--- config.mk ---
export PLATFORM = sky130hd
export DESIGN_NAME = adh_stats
export DESIGN_NICKNAME = d
export VERILOG_FILES = /design/src/hw/rtl/adh_pkg.sv /design/src/hw/rtl/adh_stats.sv
export SDC_FILE = /design/constraint.sdc
export NUM_CORES = 1
export LEC_CHECK = 0
export ABC_AREA = 1
export BUFFER_PORTS_ARGS = -buffer_cell sky130_fd_sc_hd__buf_2
export CORE_MARGIN = 10
export CORE_UTILIZATION = 49
export DETAILED_ROUTE_END_ITERATION = 10
export PLACE_DENSITY = 0.8
export SLEW_MARGIN = 20
export SYNTH_ARGS = -nofsm -noshare
export SYNTH_HDL_FRONTEND = slang
export SYNTH_SLANG_ARGS = --single-unit
--- constraint.sdc ---
create_clock -name vclk -period 9.7
set_clock_uncertainty 0.2 [all_clocks]
set_input_delay 0.97 -clock vclk [all_inputs]
set_output_delay 0.97 -clock vclk [all_outputs]
set_load 0.005 [all_outputs]
--- src/hw/rtl/adh_pkg.sv ---
package adh_pkg;

  // Item kinds carried on s_tuser
  localparam logic [1:0] KIND_ADD      = 2'd0;
  localparam logic [1:0] KIND_ADD_ZERO = 2'd1;
  localparam logic [1:0] KIND_READ     = 2'd2;

  // Register map (index into the register list)
  localparam logic REG_MAX_DEPTH = 1'b0;

  localparam logic [3:0] MAX_DEPTH_RESET = 4'd15;

  // Four 4-bit base counts, A in [0] .. T in [3]
  typedef logic [3:0][3:0] base_counts_t;

  typedef struct packed {
    logic [5:0] total_depth;
    logic [1:0] major_base;
    logic [3:0] major_depth;
    logic [1:0] minor_base;
    logic [3:0] minor_depth;
  } site_stats_t;

endpackage

--- src/hw/rtl/adh_stats.sv ---
module adh_stats (
  input  adh_pkg::base_counts_t counts,
  output adh_pkg::site_stats_t  stats
);
  import adh_pkg::*;

  logic [3:0] mx;
  logic [3:0] sec;
  logic [2:0] ties;
  logic [1:0] first;
  logic [1:0] second_tie;
  logic [1:0] minor;
  logic       found;

  always_comb begin
    mx = counts[0];
    for (int i = 1; i < 4; i++) begin
      if (counts[i] > mx) mx = counts[i];
    end

    ties       = 3'd0;
    first      = 2'd0;
    second_tie = 2'd0;
    for (int i = 0; i < 4; i++) begin
      if (counts[i] == mx) begin
        if (ties == 3'd0) first = 2'(i);
        else if (ties == 3'd1) second_tie = 2'(i);
        ties = ties + 3'd1;
      end
    end

    // largest count strictly below the maximum
    sec = 4'd0;
    for (int i = 0; i < 4; i++) begin
      if (counts[i] < mx && counts[i] > sec) sec = counts[i];
    end

    minor = 2'd3;
    found = 1'b0;
    for (int i = 0; i < 4; i++) begin
      if (!found && counts[i] == sec) begin
        minor = 2'(i);
        found = 1'b1;
      end
    end

    stats.total_depth = 6'(counts[0]) + 6'(counts[1]) + 6'(counts[2]) + 6'(counts[3]);
    stats.major_base  = first;
    stats.major_depth = mx;
    if (ties > 3'd1) begin
      stats.minor_base  = second_tie;
      stats.minor_depth = 4'd0;
    end else begin
      stats.minor_base  = minor;
      stats.minor_depth = counts[minor];
    end
  end

endmodule

==> run_results.csv, run 1 <==
group,metric,value,unit
placed_design,portBuffers,34,
global_routing,grt_usage,24.6,%
sta,tightest_slew,0.449,ns
routing,routed_via_density,6.64,
routing,firstDrtPassIters,9,
sta,finalCritPeriodShare,112,%
sta,maxSlewViolCount,0,
critical_path,worstPathMaxFanout,7,
global_routing,grt_overflow,0,
finish,num-nets-final,616,
die,start_util,50.9,%
routing,ant_nets,0,
finish,fillCellCount,215,
sta,setup_violations,6,
pwr,ir_worst_vdd,0.286,mV
global_routing,grt_pass1_wl,16900,um
pwr,p_leak,2.26,nW
yosys,synthCells,408,
status,status,"finished, violations left",
sta,rsz0062_at_grt,"yes",
yosys,syn-num-nets,473,
routing,wirelength,15500,um
critical_path,arrival,9.67,ns
sta,finalCriticalPeriod,10.84,ns
critical_path,setup.worst_path.class,"input pin to output port",
sta,setup_slack,-1.14,ns
routing,drt_first_iter_violations,794,
critical_path,path_common_cell,"nand2_2",
global_routing,grt_max_degree,12,
die,die_w,90.5,um
die,io-pin-count,34,
placed_design,gp_congestion,0.955,
critical_path,cp.required,8.53,ns
finish,drive_above_1_share,58.3,%
yosys,ys_types,35,
routing,drc,0,
critical_path,crit_slowest_cell,"ha_4",
die,dieArea,0.00819,sq mm
die,row_count,25,
die,die_y,90.5,um
sta,hold_ws,2.14,ns
critical_path,crit_path_start_kind,"input pin",
die,core-area,0.00479,sq mm
placed_design,dpl.hpwl,7070,um
pwr,cellPowerDensity,428,mW/mm^2
yosys,synth_top_cell_area_share,21.0,%
routing,wl_per_cell,25.2,um
sta,fmax,92.2,MHz
job,maxCapViolCount,0,
finish,n_antenna_cell,0,
critical_path,max_stage_delay,0.29,ns
min_path,hp-class,"input pin to output port",
finish,clock_buffers,0,
sta,tns,-6.16,ns
clock_tree,holdBufCountCts,0,
routing,vias,4089,
yosys,yosysWarningCount,0,
finish,regArea,0,sq um
finish,syn_to_final_growth,76.1,%
sta,slew_headroom,70.0,%
sta,finalHoldViolCount,0,
status,violations,"setup timing",
global_routing,first_global_vias,3502,
yosys,netlist_area,0.00244,sq mm
finish,final_util,89.7,%
critical_path,cp-end-kind,"output port",
yosys,syn_avg_cell_area,5.97,sq um
yosys,synth.largest_area_cell,"ha_1",
yosys,ys_top_cells_by_area,"ha_1 21%, nand2_1 17%, nand3_1 9.7%, inv_1 8.5%, fa_1 6.6%",
global_routing,antenna_found_initial,0,
yosys,synth_seq_area_share,0,%
finish,n_sequential_cell,0,
## cell usage after synthesis (all sizes together)
| cell | instances |
|---|---|
| nand2 | 144 |
| nor2 | 38 |
| buf | 2 |
| o21bai | 2 |
| xor2 | 2 |
| or2 | 1 |
| nand3 | 58 |
| nand4 | 5 |
| o21ai | 13 |
| fa | 8 |
| a41oi | 1 |
| and2 | 3 |
| clkinv | 2 |
| inv | 62 |
| a211oi | 1 |
| a31o | 1 |
| nor3 | 3 |
| ha | 41 |
| o21a | 1 |
| nand3b | 2 |
| a21oi | 16 |
| xnor2 | 1 |
| a31oi | 1 |
## placed cells by master, fill, tap and decap left out, types with 2 or more instances in the layout
cell        n
nand3b_1    2
nand2_2    44
nand2_4    27
and2_4      3
buf_8       2
fa_1        8
nand3_4     9
buf_4     102
nor3_1      2
ha_1       24
nand2_1    74
o21bai_1    2
inv_1      41
nor2_2      7
xor2_1      2
nor2_1     27
nand3_1    30
inv_2      13
nand4_1     4
ha_4       17
a21oi_2     7
buf_2      27
nor2_4      4
nand3_2    19
buf_6      10
a21oi_1     8
inv_4       9
o21ai_2    10
## timing repair
action / 4_1_cts / 5_1_grt
cloned: 2 / 0
buffers inserted: 24 / 11
pin swaps: 58 / 82
setup endpoints to repair: 6 / 6
gates resized for setup: 77 / 114
## layout make-up
type	instances	area (sq um)	share of cell area, %
inverters	64	268	6.24
multi-input cells	344	2900	67.5
well taps	67	83.8	1.95
repair buffers	141	1040	24.3
## stage by stage
| step | power [W] | instances | cell area, sq um | setup slack, ns |
|---|---|---|---|---|
| 6_report | 0.00184 | 616 | 4290 | -1.14 |
| 5_1_grt | 0.00191 | 616 | 4290 | -1.34 |
| 4_1_cts | 0.00133 | 605 | 3730 | 0.00245 |
| 3_5_place_dp | 0.00108 | 579 | 3220 | -0.460 |
| 3_3_place_gp | 0.00105 | 579 | 3220 | -0.0943 |
| 2_1_floorplan | 0.000687 | 408 | 2440 | 0.0288 |
## kinds of logic (layout without fill, tap and decap cells)
family | count (synthesis) | count (layout) | synth area share, %
fa+ha+maj | 49 | 49 | 27.6
compound gates | 36 | 36 | 8.83
xor+xnor | 3 | 3 | 1.08
buf+inv | 66 | 205 | 10.4
simple gates | 254 | 256 | 52.1
## path summary, 6_finish.rpt
| kind | start | end | slack, ns | depth (start not counted) |
|---|---|---|---|---|
| worst max-delay path | counts[1] | stats[1] | -1.14 | 70 |
| worst min-delay path | counts[12] | stats[12] | 2.14 | 3 |
## critical path: cells and delay by family
family / cells / cell delay [ns]
AOI/OAI and AO/OA: 9 / 1.22
adders and majority gates: 5 / 1.17
buffers and inverters: 18 / 2.18
and+or+nand+nor: 38 / 4.07
## power breakdown
part	switching, W	leakage (nW)	internal (W)
Combinational	0.00109	2.26	0.000744
Clock	0	0	0
Sequential	0	0	0
Total	0.00109	2.26	0.000744
## per-layer routing
layer / vias to the layer above / track usage, % / share of wire (%)
met4: 0 / 16.0 / 11
met1: 1793 / 26.8 / 31
met2: 473 / 44.1 / 43
met5: - / 0 / 0
met3: 210 / 2.49 / 16
li1: 1613 / - / -
No activity file was read; power rests on OpenSTA's default activity.
==> run 2: changes to the inputs <==
ABC_AREA = default   (was 1)
BUFFER_PORTS_ARGS = -buffer_cell sky130_fd_sc_hd__clkbuf_2   (was -buffer_cell sky130_fd_sc_hd__buf_2)
PLACE_DENSITY = 0.78   (was 0.8)
==> run 2 against run 1 <==
The flow still finishes with violations (setup timing). Via count up 8.8%. First-iteration DRC count fell by 35%. Sequential share of layout area unchanged. Final cell count grew 4.7%. Critical path depth down 12. Area after synthesis rose by 21%. Clock-buffer cell count unchanged. Power down 24%. Largest power group unchanged.
==> run_results.csv, run 2 <==
group,metric,value,unit
status,status,"finished, violations left",
status,violations,"setup timing",
routing,wirelength,15100,um
critical_path,cp.required,8.53,ns
routing,firstDrtPassIters,7,
global_routing,grt_max_degree,13,
die,io-pin-count,34,
sta,maxSlewViolCount,0,
global_routing,grt_usage,24.8,%
critical_path,crit_slowest_cell,"mux2_4",
die,row_count,28,
min_path,hp-class,"input pin to output port",
job,maxCapViolCount,0,
routing,routed_via_density,6.89,
sta,slew_headroom,39.3,%
sta,setup_violations,6,
yosys,syn-num-nets,467,
global_routing,first_global_vias,4143,
critical_path,worstPathMaxFanout,10,
sta,finalCritPeriodShare,127,%
die,start_util,50.3,%
sta,finalHoldViolCount,0,
die,core-area,0.00589,sq mm
min_path,hp-start,"counts[12]",
yosys,ys_types,78,
yosys,ys_top_cells_by_area,"ha_1 17%, fa_1 5.4%, xnor2_1 4.7%, inv_1 4.3%, nand2_1 4.1%",
routing,vias,4447,
yosys,synth.largest_area_cell,"ha_1",
finish,regArea,0,sq um
yosys,synth_top_cell_area_share,17.3,%
die,die_y,97.7,um
yosys,netlist_area,0.00296,sq mm
critical_path,cp-end-kind,"output port",
finish,n_antenna_cell,0,
die,dieArea,0.00955,sq mm
placed_design,gp_congestion,1.03,
sta,setup_slack,-2.65,ns
yosys,syn_avg_cell_area,7.36,sq um
finish,final_area,0.00485,sq mm
yosys,yosysWarningCount,0,
finish,syn_to_final_growth,63.8,%
yosys,synth_seq_area_share,0,%
sta,hold_ws,2.23,ns
finish,clock_buffers,0,
finish,final_common_cell,"buf_4",
finish,n_sequential_cell,0,
sta,finalCriticalPeriod,12.35,ns
finish,layout.cells.most_common_list,"151 x buf_4, 30 x inv_1, 29 x ha_1, 29 x clkbuf_2, 25 x nand2_1",
global_routing,antenna_found_initial,0,
routing,wl_per_cell,23.4,um
pwr,ir_worst_vdd,0.216,mV
sta,tightest_slew,0.911,ns
global_routing,grt_overflow,0,
pwr,p_leak,2.19,nW
critical_path,max_stage_delay,0.33,ns
yosys,netlist_top_cells_count,"41 x ha_1, 34 x inv_1, 32 x nand2_1",
critical_path,crit_path_start_kind,"input pin",
die,die_w,97.7,um
yosys,synthCells,402,
placed_design,portBuffers,34,
routing,drc,0,
routing,drt_first_iter_violations,517,
pwr,cellPowerDensity,287,mW/mm^2
routing,ant_nets,0,
critical_path,arrival,11.18,ns
finish,num-nets-final,637,
sta,rsz0062_at_grt,"yes",
critical_path,startpoint,"counts[1]",
critical_path,setup.worst_path.class,"input pin to output port",
sta,fmax,81.0,MHz
finish,drive_above_1_share,51.4,%
yosys,synth_most_common_cell,"ha_1",
critical_path,path_common_cell,"ha_4",
global_routing,grt_pass1_wl,20300,um
placed_design,placed_area,0.00425,sq mm
clock_tree,holdBufCountCts,0,
placed_design,dpl.hpwl,9680,um
[run 2: cell types whose count changed after synthesis, moves of 8 or more]
cell,before,now
nor2b_1,0,8
clkbuf_1,0,15
nor2_1,34,21
nor3_1,2,13
nand3_2,10,1
nand2_2,25,0
o21a_1,1,11
xnor2_1,1,16
nand3_1,47,14
a211oi_1,0,11
nand2_1,112,32
inv_1,55,34
[run 2: power by group]
group / switching (W) / internal [W] / leakage (nW)
Sequential: 0 / 0 / 0
Clock: 0 / 0 / 0
Combinational: 0.000704 / 0.000685 / 2.19
Total: 0.000704 / 0.000685 / 2.19
[run 2: cells by family after synthesis]
family | share of synthesized area [%]
AO/OA/AOI/OAI | 37.8
AND/OR/NAND/NOR | 24.0
XOR/XNOR | 5.62
adder cells (fa/ha/maj) | 23.1
buffers and inverters | 8.29
multiplexers | 1.18
[run 2: cell type report]
type               instances  area [sq um]
multi-input cells        346          3250
repair buffers           187          1350
fillers                  327          1040
inverters                 37           156
well taps                 75          93.8
[run 2: worst max-delay path, delay by kind of cell]
kind / cells / cell delay (ns)
buffers and inverters: 8 / 1.02
and+or+nand+nor: 14 / 2.33
adders and majority gates: 7 / 1.73
muxes: 2 / 0.65
xor gates and xnor gates: 1 / 0.07
AOI/OAI and AO/OA: 26 / 4.40
[run 2: final timing paths]
kind	to	cells after the start
worst max-delay path	stats[2]	58
worst min-delay path	stats[12]	4
[run 2: routing by layer]
layer | wire (um) | part of all wire, % | global-route usage [%]
met2 | 6760 | 45 | 40.6
met5 | 0 | 0 | 0
met4 | 1320 | 8.8 | 14.8
met1 | 5250 | 35 | 30.0
met3 | 1760 | 12 | 3.49
[run 2: what timing repair did]
action,4_1_cts,5_1_grt
gates resized for setup,30,45
gates cloned,2,0
pin swaps,24,24
endpoints found under the setup margin,6,6
buffers inserted,15,15
[run 2: per-stage QoR]
step | util (%) | TNS (ns) | std cells | power, W | setup slack, ns
after floorplan | - | -12.62 | 402 | 0.000688 | -2.16
after global placement | 72.3 | -12.77 | 613 | 0.00105 | -2.19
after detailed placement | 72.3 | -14.31 | 613 | 0.00108 | -2.43
after CTS | 76.6 | -10.83 | 630 | 0.00118 | -1.87
after global routing | 82.3 | -16.75 | 645 | 0.00146 | -2.91
final | 82.3 | -15.27 | 645 | 0.00139 | -2.65
